**src/rtl/afc_pkg.sv**
```systemverilog
`default_nettype none
package afc_pkg;

  // Fixed-point format of every matrix entry and vector component
  localparam int FRAC_BITS = 16;
  localparam int DATA_W    = 32;
  localparam int PROD_W    = 2 * DATA_W;
  // Product after the floor shift, and the sum of three products plus position
  localparam int SH_W      = PROD_W - FRAC_BITS;
  localparam int SUM_W     = SH_W + 2;

  localparam int NUM_ROWS  = 3;
  localparam int NUM_COLS  = 4;
  localparam int MAT_DEPTH = NUM_ROWS * NUM_COLS;

  typedef logic signed [DATA_W-1:0] fix_t;
  typedef logic [1:0]               col_t;

  // Item kinds
  localparam logic CMD_LOAD = 1'b0;
  localparam logic CMD_MUL  = 1'b1;

  // Column codes
  localparam col_t COL_RIGHT = 2'd0;
  localparam col_t COL_FWD   = 2'd1;
  localparam col_t COL_UP    = 2'd2;
  localparam col_t COL_POS   = 2'd3;

  localparam fix_t FIX_ONE   = fix_t'(1) << FRAC_BITS;
  localparam fix_t FIX_MAX   = {1'b0, {(DATA_W-1){1'b1}}};
  localparam fix_t FIX_MIN   = {1'b1, {(DATA_W-1){1'b0}}};

  // Pipeline control from the multiply stage to the output stage
  typedef struct packed {
    logic vld;
    col_t col;
  } afc_ctl_t;

endpackage
`default_nettype wire

```
**src/rtl/afc_merge.sv**
```systemverilog
`default_nettype none
module afc_merge (
  input  wire logic              clk,
  input  wire logic              rst_n,
  input  wire afc_pkg::afc_ctl_t ctl,
  input  wire afc_pkg::fix_t     lane_res [afc_pkg::NUM_ROWS],
  input  wire logic [afc_pkg::NUM_ROWS-1:0] lane_clip,
  output logic                   take_ok,
  output logic                   out_valid,
  input  wire logic              out_ready,
  output afc_pkg::fix_t          res_x,
  output afc_pkg::fix_t          res_y,
  output afc_pkg::fix_t          res_z,
  output afc_pkg::col_t          res_col,
  output logic                   res_sat
);
  import afc_pkg::*;

  logic out_v_r, out_v_nxt;
  fix_t x_r, y_r, z_r;
  col_t col_r;
  logic sat_r;

  // Output register is free or being emptied this cycle
  assign take_ok   = !out_v_r || out_ready;
  assign out_v_nxt = take_ok ? ctl.vld : out_v_r;

  always_ff @(posedge clk) begin
    if (!rst_n) begin
      out_v_r <= 1'b0;
    end else begin
      out_v_r <= out_v_nxt;
    end
  end

  // Capture the lanes and fold their clip flags into one
  always_ff @(posedge clk) begin
    if (take_ok && ctl.vld) begin
      x_r   <= lane_res[0];
      y_r   <= lane_res[1];
      z_r   <= lane_res[2];
      col_r <= ctl.col;
      sat_r <= |lane_clip;
    end
  end

  assign out_valid = out_v_r;
  assign res_x     = x_r;
  assign res_y     = y_r;
  assign res_z     = z_r;
  assign res_col   = col_r;
  assign res_sat   = sat_r;

endmodule
`default_nettype wire

```
**config.mk**
```make
export PLATFORM = sky130hd
export DESIGN_NAME = afc_merge
export DESIGN_NICKNAME = d
export VERILOG_FILES = /design/src/rtl/afc_pkg.sv /design/src/rtl/afc_merge.sv
export SDC_FILE = /design/constraint.sdc
export NUM_CORES = 1
export LEC_CHECK = 0
export ABC_CLOCK_PERIOD_IN_PS = 2960
export BUFFER_PORTS_ARGS = -buffer_cell sky130_fd_sc_hd__buf_4
export CAP_MARGIN = 20
export CORE_MARGIN = 2
export CORE_UTILIZATION = 37
export CTS_CLUSTER_SIZE = 16
export DETAILED_ROUTE_END_ITERATION = 10
export PLACE_DENSITY = 0.73
export SLEW_MARGIN = 20
export SYNTH_ARGS = -nofsm -noshare
export SYNTH_HDL_FRONTEND = slang
export SYNTH_SLANG_ARGS = --single-unit
```
**constraint.sdc**
```tcl
create_clock -name clk -period 2.96 [get_ports clk]
set_input_delay 0.296 -clock clk [delete_from_list [all_inputs] [get_ports clk]]
set_output_delay 0.296 -clock clk [all_outputs]
set_load 0.05 [all_outputs]
```
==> results.sh, run 1 <==
export IMPL_status="finished clean"
export IMPL_share_of_the_yosys_chip_area_belonging_to_registers_pct=98.8
export IMPL_cts_htree_levels=3
export IMPL_clock_latency_ns=0.36
export IMPL_fp_row_count=33
export IMPL_combPwrFrac_pct=17.9
export IMPL_diodes=0
export IMPL_grt_pass1_vias=1812
export IMPL_cts_repair_resized=0
export IMPL_powerDensity_mw_per_mm2=625
export IMPL_finalHoldViolCount=0
export IMPL_placedInstanceArea_mm2=0.00473
export IMPL_crit_fanout=42
export IMPL_rsz0062_at_grt="false"
export IMPL_finish_net_count=428
export IMPL_power_switching_share_pct=27.3
export IMPL_largest_net_degree_at_the_start_of_global_routing=43
export IMPL_tritoncts="built"
export IMPL_post_cts_setup_buffer_count=0
export IMPL_die_area_mm2=0.00893
export IMPL_clock_power_share_pct=27.8
export IMPL_finalSetupViolations=0
export IMPL_arrival_time_at_the_worst_endpoint_ns=1.67
export IMPL_vdd_ir_drop_worst_mv=0.330
export IMPL_antenna_violating_nets_post_route=0
export IMPL_antenna_violations_before_repair=0
export IMPL_clock_tree_root_cell="sky130_fd_sc_hd__clkbuf_8"
export IMPL_r2r_start="out_valid"
export IMPL_synthesis_instances=105
export IMPL_worst_hold_startpoint="lane_res[24]"
export IMPL_synth_seq_cells=100
export IMPL_min_period_ns=1.63
export IMPL_simple_gate_area_share_of_the_yosys_netlist_pct=0.867
export IMPL_routed_via_count=1857
export IMPL_seq_power_share_pct=54.3
export IMPL_leakagePower_nw=2.08
export IMPL_avgViaCountPerCell=4.29
export IMPL_io_pin_count=206
export IMPL_element_type_at_the_critical_path_start="flop"
export IMPL_grt_first_pass_wirelength_um=9180
export IMPL_final_max_slew_viol_count=0
export IMPL_power_report_internal_total_mw=2.24
export IMPL_firstDrtPassIters=4
export IMPL_timing_worst_slew_pin_value_ns=0.555
export IMPL_final_setup_tns_ns=0
export IMPL_synth_compound_area_share_pct=0.248
export IMPL_cts_buffers=9
export IMPL_largest_family_of_logic_cells_by_synthesized_area="simple AND/OR/NAND/NOR gates"
export IMPL_post_synth_cell_area_avg_um2=28.9
export IMPL_clkTransAtPathRegs_ns=0.10
export IMPL_synth_cell_area_mm2=0.00303
export IMPL_ys_warn_count=0
export IMPL_initialDrtViolationCount=49
export IMPL_yosys_area_share_xor_xnor_pct=0
export IMPL_drt_drc_violations_left=0
export IMPL_cap_viol_max_count=0
export IMPL_gp_routability_congestion=0.681
export IMPL_final_cell_area_mm2=0.00493
export IMPL_die_width_um=94.5
export IMPL_critical_path_class="flop to flop"
export IMPL_r2r_slack_ns=1.33
export IMPL_fin_crit_sh_pct=55.1
export IMPL_synth_fa_ha_area_share_pct=0
export IMPL_wl_um=6480
export IMPL_finalCoreUtilization_pct=60.9
export IMPL_muxShareOfSynthArea_pct=0
export IMPL_worstHoldPathType="primary input to flop"
export IMPL_layout_common_cells="206 x sky130_fd_sc_hd__buf_4, 99 x sky130_fd_sc_hd__edfxtp_1, 9 x sky130_fd_sc_hd__clkbuf_8"
export IMPL_worstPathRequired_ns=3.00
export IMPL_initial_core_util_pct=37.4
export IMPL_fraction_of_layout_instances_using_a_drive_strength_above_1_pct=68.3
export IMPL_globalRouteTotalUtil_pct=14.0
export IMPL_die_y_um=94.5
export IMPL_cts_sink_count=100
export IMPL_max_slew_margin_rel_pct=63.0
export IMPL_postCtsHoldBufs=0
export IMPL_min_to="res_z[24]"
export IMPL_reg2reg_depth=3
export IMPL_final_common_cell="sky130_fd_sc_hd__buf_4"
export IMPL_power_switching_uw=843
export IMPL_areaGrowthSynthToFinish_pct=62.7
export IMPL_numPortBuffers=205
export IMPL_fmaxAchievable_mhz=613
export IMPL_ctsLongestPathBuffers=2
export IMPL_wl_per_cell_um=15.0
export IMPL_setup_worst_path_end_class="flop"
export IMPL_clock_skew_ns=0.0152
export IMPL_globalRoute_totalOverflow=0
export IMPL_rr_endpoint="res_y[5]"
export IMPL_distinct_cells_synth=7
export IMPL_core_region_area_mm2=0.00809
export IMPL_min_delay_path_depth=1
export IMPL_syn_num_nets=210
[synth_stat cells (all sizes together)]
library cell | count | area (um^2)
edfxtp | 99 | 2970
and2 | 1 | 6.26
or3 | 1 | 6.26
inv | 1 | 3.75
nand2b | 1 | 13.8
a21boi | 1 | 7.51
dfxtp | 1 | 20.0
[worst max-delay path, cell delays in order, from the launching register on]
cell and delay (ns):
sky130_fd_sc_hd__dfxtp_1 0.35, sky130_fd_sc_hd__nand2b_4 0.08, sky130_fd_sc_hd__and2_4 0.50, sky130_fd_sc_hd__buf_4 0.38
[worst max-delay path by stage]
stage | from | to | slack (ns) | cells after the start
after floorplan | out_valid | res_col[0] | 0.50 | 2
after global routing | out_valid | res_y[5] | 1.21 | 3
final | out_valid | res_y[5] | 1.33 | 3
after detailed placement | out_ready | res_x[25] | 1.23 | 4
after CTS | out_valid | res_y[5] | 1.31 | 3
after global placement | out_ready | res_x[25] | 1.27 | 4
[final cells by class]
class	instances	area, um^2
clock buffers	10	128
repair buffers	207	1570
clock inverters	6	71.3
inverters	1	3.75
fillers	641	3160
multi-input cells	4	36.3
well taps	105	131
flip-flops and latches	100	2990
[state kept, by name, summed over array words and instances, names as in the netlist]
signal and flops:
res_y 32, res_col 2, out_valid 1, res_x 32, res_z 32, res_sat 1
[power groups by stage]
stage	clock (mW)	sequential, mW	combinational (mW)
after global placement	0	1.71	0.550
after global routing	0.952	1.68	0.571
final	0.857	1.68	0.550
after CTS	0.887	1.68	0.555
after detailed placement	0	1.71	0.555
after floorplan	0	1.99	0.0294
[logic make-up after synthesis]
group | count (synthesis)
AOI/OAI and AO/OA | 1
buffers and inverters | 1
DFF | 100
and+or+nand+nor | 3
[metrics by stage]
| stage | instances | total power, mW | setup slack, ns | hold WS (ns) |
|---|---|---|---|---|
| 3_3_place_gp | 417 | 2.26 | 1.27 | 0.474 |
| 3_5_place_dp | 417 | 2.26 | 1.23 | 0.475 |
| 4_1_cts | 433 | 3.12 | 1.31 | 0.0892 |
| 2_1_floorplan | 105 | 2.02 | 0.498 | 0.395 |
| 5_1_grt | 433 | 3.21 | 1.21 | 0.0839 |
| 6_report | 433 | 3.08 | 1.33 | 0.105 |
[per-layer routing]
layer | up-vias | share of wire [%] | global-route usage, %
li1 | 856 | - | -
met1 | 869 | 36 | 15.6
met2 | 120 | 50 | 23.1
met3 | 12 | 12 | 6.15
met4 | 0 | 2.0 | 6.88
met5 | - | 0 | 0
Note: power is estimated with default switching activity, not from simulation.
==> inputs of run 2 (changes only) <==
Settings changed: ABC_CLOCK_PERIOD_IN_PS 2960 to 1700, CORE_UTILIZATION 37 to 41, PLACE_DENSITY 0.73 to 0.77.
Clock period 2.96 ns to 1.7 ns, I/O delays scaled along.
==> run 2 against run 1 <==
Combinational power grew 110%; clock power grew 84%; core utilization grew 21 points.
==> results.sh, run 2 (same netlist as run 1, synthesis figures left out) <==
export IMPL_clock_latency_ns=0.35
export IMPL_largest_net_degree_at_the_start_of_global_routing=45
export IMPL_areaGrowthSynthToFinish_pct=95.9
export IMPL_powerDensity_mw_per_mm2=957
export IMPL_timing_worst_slew_pin_value_ns=0.232
export IMPL_grt_pass1_vias=2618
export IMPL_globalRouteTotalUtil_pct=23.4
export IMPL_gp_routability_congestion=0.741
export IMPL_finalSetupViolations=0
export IMPL_r2r_slack_ns=0.43
export IMPL_initial_core_util_pct=42.0
export IMPL_finalNonFillerCells=526
export IMPL_cts_buffers=9
export IMPL_rsz0062_at_grt="false"
export IMPL_clock_tree_root_cell="sky130_fd_sc_hd__clkbuf_8"
export IMPL_cpLargestDelayFamily="flip-flops"
export IMPL_crit_slowest_cell="sky130_fd_sc_hd__dfxtp_4"
export IMPL_wl_per_cell_um=17.8
export IMPL_met1_usage_pct=22.6
export IMPL_arrival_time_at_the_worst_endpoint_ns=1.30
export IMPL_crit_fanout=44
export IMPL_globalRoute_totalOverflow=0
export IMPL_numPortBuffers=205
export IMPL_clkTransAtPathRegs_ns=0.09
export IMPL_clock_skew_ns=0.00883
export IMPL_min_period_ns=1.27
export IMPL_fp_row_count=31
export IMPL_firstDrtPassIters=4
export IMPL_antenna_violations_before_repair=0
export IMPL_wl_um=9370
export IMPL_drt_drc_violations_left=0
export IMPL_nFillCells=364
export IMPL_power_total_mw=5.68
export IMPL_peak_usage_layer_in_the_global_routing_report="met2"
export IMPL_avgViaCountPerCell=4.40
export IMPL_diodes=0
export IMPL_leakagePower_nw=2.50
export IMPL_placedCellCount=412
export IMPL_critical_path_class="flop to flop"
export IMPL_cap_viol_max_count=0
export IMPL_io_pin_count=206
export IMPL_cts_sink_count=100
export IMPL_initialDrtViolationCount=117
export IMPL_worstPathRequired_ns=1.73
export IMPL_finalCoreUtilization_pct=82.3
export IMPL_cpPeakStageDelay_ns=0.36
export IMPL_grt_first_pass_wirelength_um=14000
export IMPL_ctsLongestPathBuffers=2
export IMPL_setup_worst_path_end_class="flop"
export IMPL_crit_path_cell_trace="nand2b_4 -> and2_4 -> buf_12"
export IMPL_finish_net_count=527
export IMPL_finalHoldViolCount=0
export IMPL_layout_common_cells="206 x sky130_fd_sc_hd__buf_4, 99 x sky130_fd_sc_hd__edfxtp_1, 98 x sky130_fd_sc_hd__dlygate4sd3_1"
export IMPL_fraction_of_layout_instances_using_a_drive_strength_above_1_pct=52.5
export IMPL_cp_buffers_inverters=1
export IMPL_status="finished clean"
export IMPL_tritoncts="built"
export IMPL_antenna_violating_nets_post_route=0
export IMPL_routed_via_count=2314
export IMPL_final_max_slew_viol_count=0
export IMPL_worstHoldPathType="primary input to flop"
export IMPL_post_cts_setup_buffer_count=0
export IMPL_finalWorstSetupSlack_ns=0.428
export IMPL_die_area_mm2=0.00809
export IMPL_core_region_area_mm2=0.00721
export IMPL_final_common_cell="sky130_fd_sc_hd__buf_4"
export IMPL_max_slew_margin_rel_pct=84.5
export IMPL_globalRouteMet2Util_pct=45.3
export IMPL_element_type_at_the_critical_path_start="flop"
export IMPL_grt_use_met3_pct=7.63
export IMPL_fin_crit_sh_pct=74.8
export IMPL_cts_htree_levels=3
export IMPL_preCtsSetupSlack_ns=0.450
export IMPL_die_y_um=90.0
export IMPL_vdd_ir_drop_worst_mv=0.678
export IMPL_fmaxAchievable_mhz=786
export IMPL_hold_worst_slack_ns=0.104
export IMPL_die_width_um=90.0
[run 2: report_power, final]
group	internal, mW	switching, mW
Combinational	0.483	0.695
Sequential	2.88	0.0435
Clock	0.824	0.755
Total	4.18	1.49
[run 2: final cells by class]
cell class,instances,area (um^2),share of cell area (%)
clock buffers,11,131,2.21
clock inverters,5,76.3,1.29
inverters,1,3.75,0.0632
multi-input cells,4,36.3,0.611
flip-flops and latches,100,3000,50.5
well taps,99,124,2.09
repair buffers,306,2570,43.3
[run 2: metal layers]
metal  vias up  routed length [um]
li1       1055                   -
met1      1106                3090
met2       133                5340
met3        20                 729
met4         0                 208
met5         -                   0
[run 2: final timing paths]
kind               endpoint          from  cells past startpoint
setup reg to reg   res_x[8]     out_valid                      3
hold / removal      res_sat  lane_clip[0]                      2
setup / recovery   res_x[8]     out_valid                      3
hold reg to reg   out_valid     out_valid                      2
[run 2: per-stage QoR]
| step | TNS [ns] | cell area (um^2) |
|---|---|---|
| 2_1_floorplan | -7.52 | 3040 |
| 3_3_place_gp | 0 | 4750 |
| 3_5_place_dp | 0 | 4750 |
| 4_1_cts | 0 | 5910 |
| 5_1_grt | 0 | 5940 |
| 6_report | 0 | 5940 |
[run 2: what timing repair did]
action | CTS | global route
hold buffers | 95 | 3
endpoints found under the hold margin | 95 | 3
gates resized for setup | 0 | 0
==> inputs of run 3 (changes only) <==
Settings changed: ABC_CLOCK_PERIOD_IN_PS 1700 to 1200.
Clock period 1.7 ns to 1.2 ns, I/O delays scaled along.
==> run 3 against run 2 <==
The run now ends with negative setup slack left; final area down 0.23%; first-iteration DRC count down 19%; count of clock-buffer cells in the layout down 1.
==> results.sh, run 3 (same netlist as run 1, synthesis figures left out) <==
export IMPL_min_delay_path_depth=2
export IMPL_io_pin_count=206
export IMPL_fin_crit_sh_pct=102
export IMPL_drt_drc_violations_left=0
export IMPL_powerDensity_mw_per_mm2=1320
export IMPL_hold_worst_slack_ns=0.0408
export IMPL_worstPathRequired_ns=1.23
export IMPL_fp_row_count=31
export IMPL_finalWorstSetupSlack_ns=-0.0239
export IMPL_min_to="out_valid"
export IMPL_routed_via_count=2282
export IMPL_die_width_um=90.0
export IMPL_clkTransAtPathRegs_ns=0.09
export IMPL_nFillCells=371
export IMPL_crit_fanout=48
export IMPL_multi_input_comb_area_um2=36.3
export IMPL_arrival_time_at_the_worst_endpoint_ns=1.25
export IMPL_rr_endpoint="res_y[15]"
export IMPL_status="finished with violations"
export IMPL_layout_common_cells="206 x sky130_fd_sc_hd__buf_4, 99 x sky130_fd_sc_hd__edfxtp_1, 98 x sky130_fd_sc_hd__dlygate4sd3_1"
export IMPL_fraction_of_layout_instances_using_a_drive_strength_above_1_pct=52.6
export IMPL_finish_net_count=527
export IMPL_antenna_violations_before_repair=2
export IMPL_reg2reg_depth=3
export IMPL_fmaxAchievable_mhz=817
export IMPL_timing_worst_slew_pin_value_ns=0.242
export IMPL_setup_worst_path_end_class="flop"
export IMPL_critical_path_class="flop to flop"
export IMPL_leakagePower_nw=2.49
export IMPL_worst_hold_startpoint="rst_n"
export IMPL_grt_first_pass_wirelength_um=13900
export IMPL_clock_latency_ns=0.34
export IMPL_initialDrtViolationCount=95
export IMPL_r2r_start="out_valid"
export IMPL_clock_skew_ns=0.00807
export IMPL_gp_routability_congestion=0.748
export IMPL_ctsLongestPathBuffers=2
export IMPL_final_max_slew_viol_count=0
export IMPL_final_common_cell="sky130_fd_sc_hd__buf_4"
export IMPL_seq_area_mm2=0.00300
export IMPL_antenna_violating_nets_post_route=0
export IMPL_dp_final_hpwl_um=5230
export IMPL_element_type_at_the_critical_path_start="flop"
export IMPL_cts_buffers=9
export IMPL_worstHoldPathType="primary input to flop"
export IMPL_r2r_slack_ns=-0.02
export IMPL_min_period_ns=1.22
export IMPL_wl_um=9380
export IMPL_numPortBuffers=205
export IMPL_vdd_ir_drop_worst_mv=0.883
export IMPL_die_area_mm2=0.00809
export IMPL_post_cts_setup_buffer_count=0
export IMPL_preCtsSetupSlack_ns=0.0266
export IMPL_clock_tree_root_cell="sky130_fd_sc_hd__clkbuf_8"
export IMPL_finalHoldViolCount=0
export IMPL_core_region_area_mm2=0.00721
export IMPL_finalSetupViolations=56
export IMPL_cts_sink_count=100
export IMPL_wl_per_cell_um=17.8
export IMPL_initial_core_util_pct=42.0
export IMPL_avgViaCountPerCell=4.33
export IMPL_globalRoute_totalOverflow=0
export IMPL_failed_checks="negative setup slack"
export IMPL_rsz0062_at_grt="true"
export IMPL_die_y_um=90.0
export IMPL_cap_viol_max_count=0
export IMPL_firstDrtPassIters=4
export IMPL_areaGrowthSynthToFinish_pct=95.4
export IMPL_max_slew_margin_rel_pct=83.9
export IMPL_cts_htree_levels=3
export IMPL_largest_net_degree_at_the_start_of_global_routing=49
export IMPL_tritoncts="built"
export IMPL_globalRouteTotalUtil_pct=23.1
export IMPL_grt_pass1_vias=2595
[run 3: stage by stage]
step	power, mW	utilization, %	TNS [ns]	std cells	cell area, um^2
6_report	7.84	82.1	-0.647	527	5920
5_1_grt	8.08	82.1	-3.41	527	5920
2_1_floorplan	4.99	-	-57.02	105	3040
3_3_place_gp	5.57	65.8	0	412	4750
3_5_place_dp	5.59	65.8	0	412	4750
4_1_cts	7.83	81.9	0	525	5910
[run 3: final cells by class]
class	instances	share of cell area, %
Antenna cell	2	0.0845
Clock buffer	10	2.16
Clock inverter	5	0.909
Inverter	1	0.0634
Multi-Input combinational cell	4	0.613
Sequential cell	100	50.6
Tap cell	99	2.09
Timing Repair Buffer	306	43.5
[run 3: repair_timing]
action                                  CTS  global route
endpoints found under the setup margin    0            91
resized for setup                         0             1
endpoints found under the hold margin    98             0
hold buffers                             98             0
[run 3: critical path, cell delays in order (launching register included)]
cell and delay, ns:
sky130_fd_sc_hd__dfxtp_4 0.37, sky130_fd_sc_hd__nand2b_4 0.08, sky130_fd_sc_hd__and2_4 0.19, sky130_fd_sc_hd__buf_16 0.25
[run 3: per-layer routing]
| metal | GRT usage, % | vias up | share of wire [%] |
|---|---|---|---|
| li1 | - | 1055 | - |
| met1 | 24.0 | 1072 | 35 |
| met2 | 42.7 | 132 | 55 |
| met3 | 6.87 | 23 | 7.1 |
| met4 | 10.9 | 0 | 3.2 |
| met5 | 0 | - | 0 |
[run 3: power breakdown]
group / switching [mW] / internal [mW] / leakage [nW]
Sequential: 0.0642 / 4.08 / 0.965
Combinational: 0.984 / 0.687 / 1.44
Clock: 1.08 / 0.944 / 0.0858
Total: 2.13 / 5.71 / 2.49
[run 3: how the worst max path moves through the flow]
stage                   start    endpoint  slack [ns]
finish              out_valid   res_y[15]       -0.02
global route        out_valid   res_x[29]       -0.05
CTS                 out_valid    res_x[8]       0.009
detailed placement  out_valid   res_z[11]        0.03
global placement    out_valid   res_y[24]        0.05
floorplan           out_valid  res_col[0]       -0.58
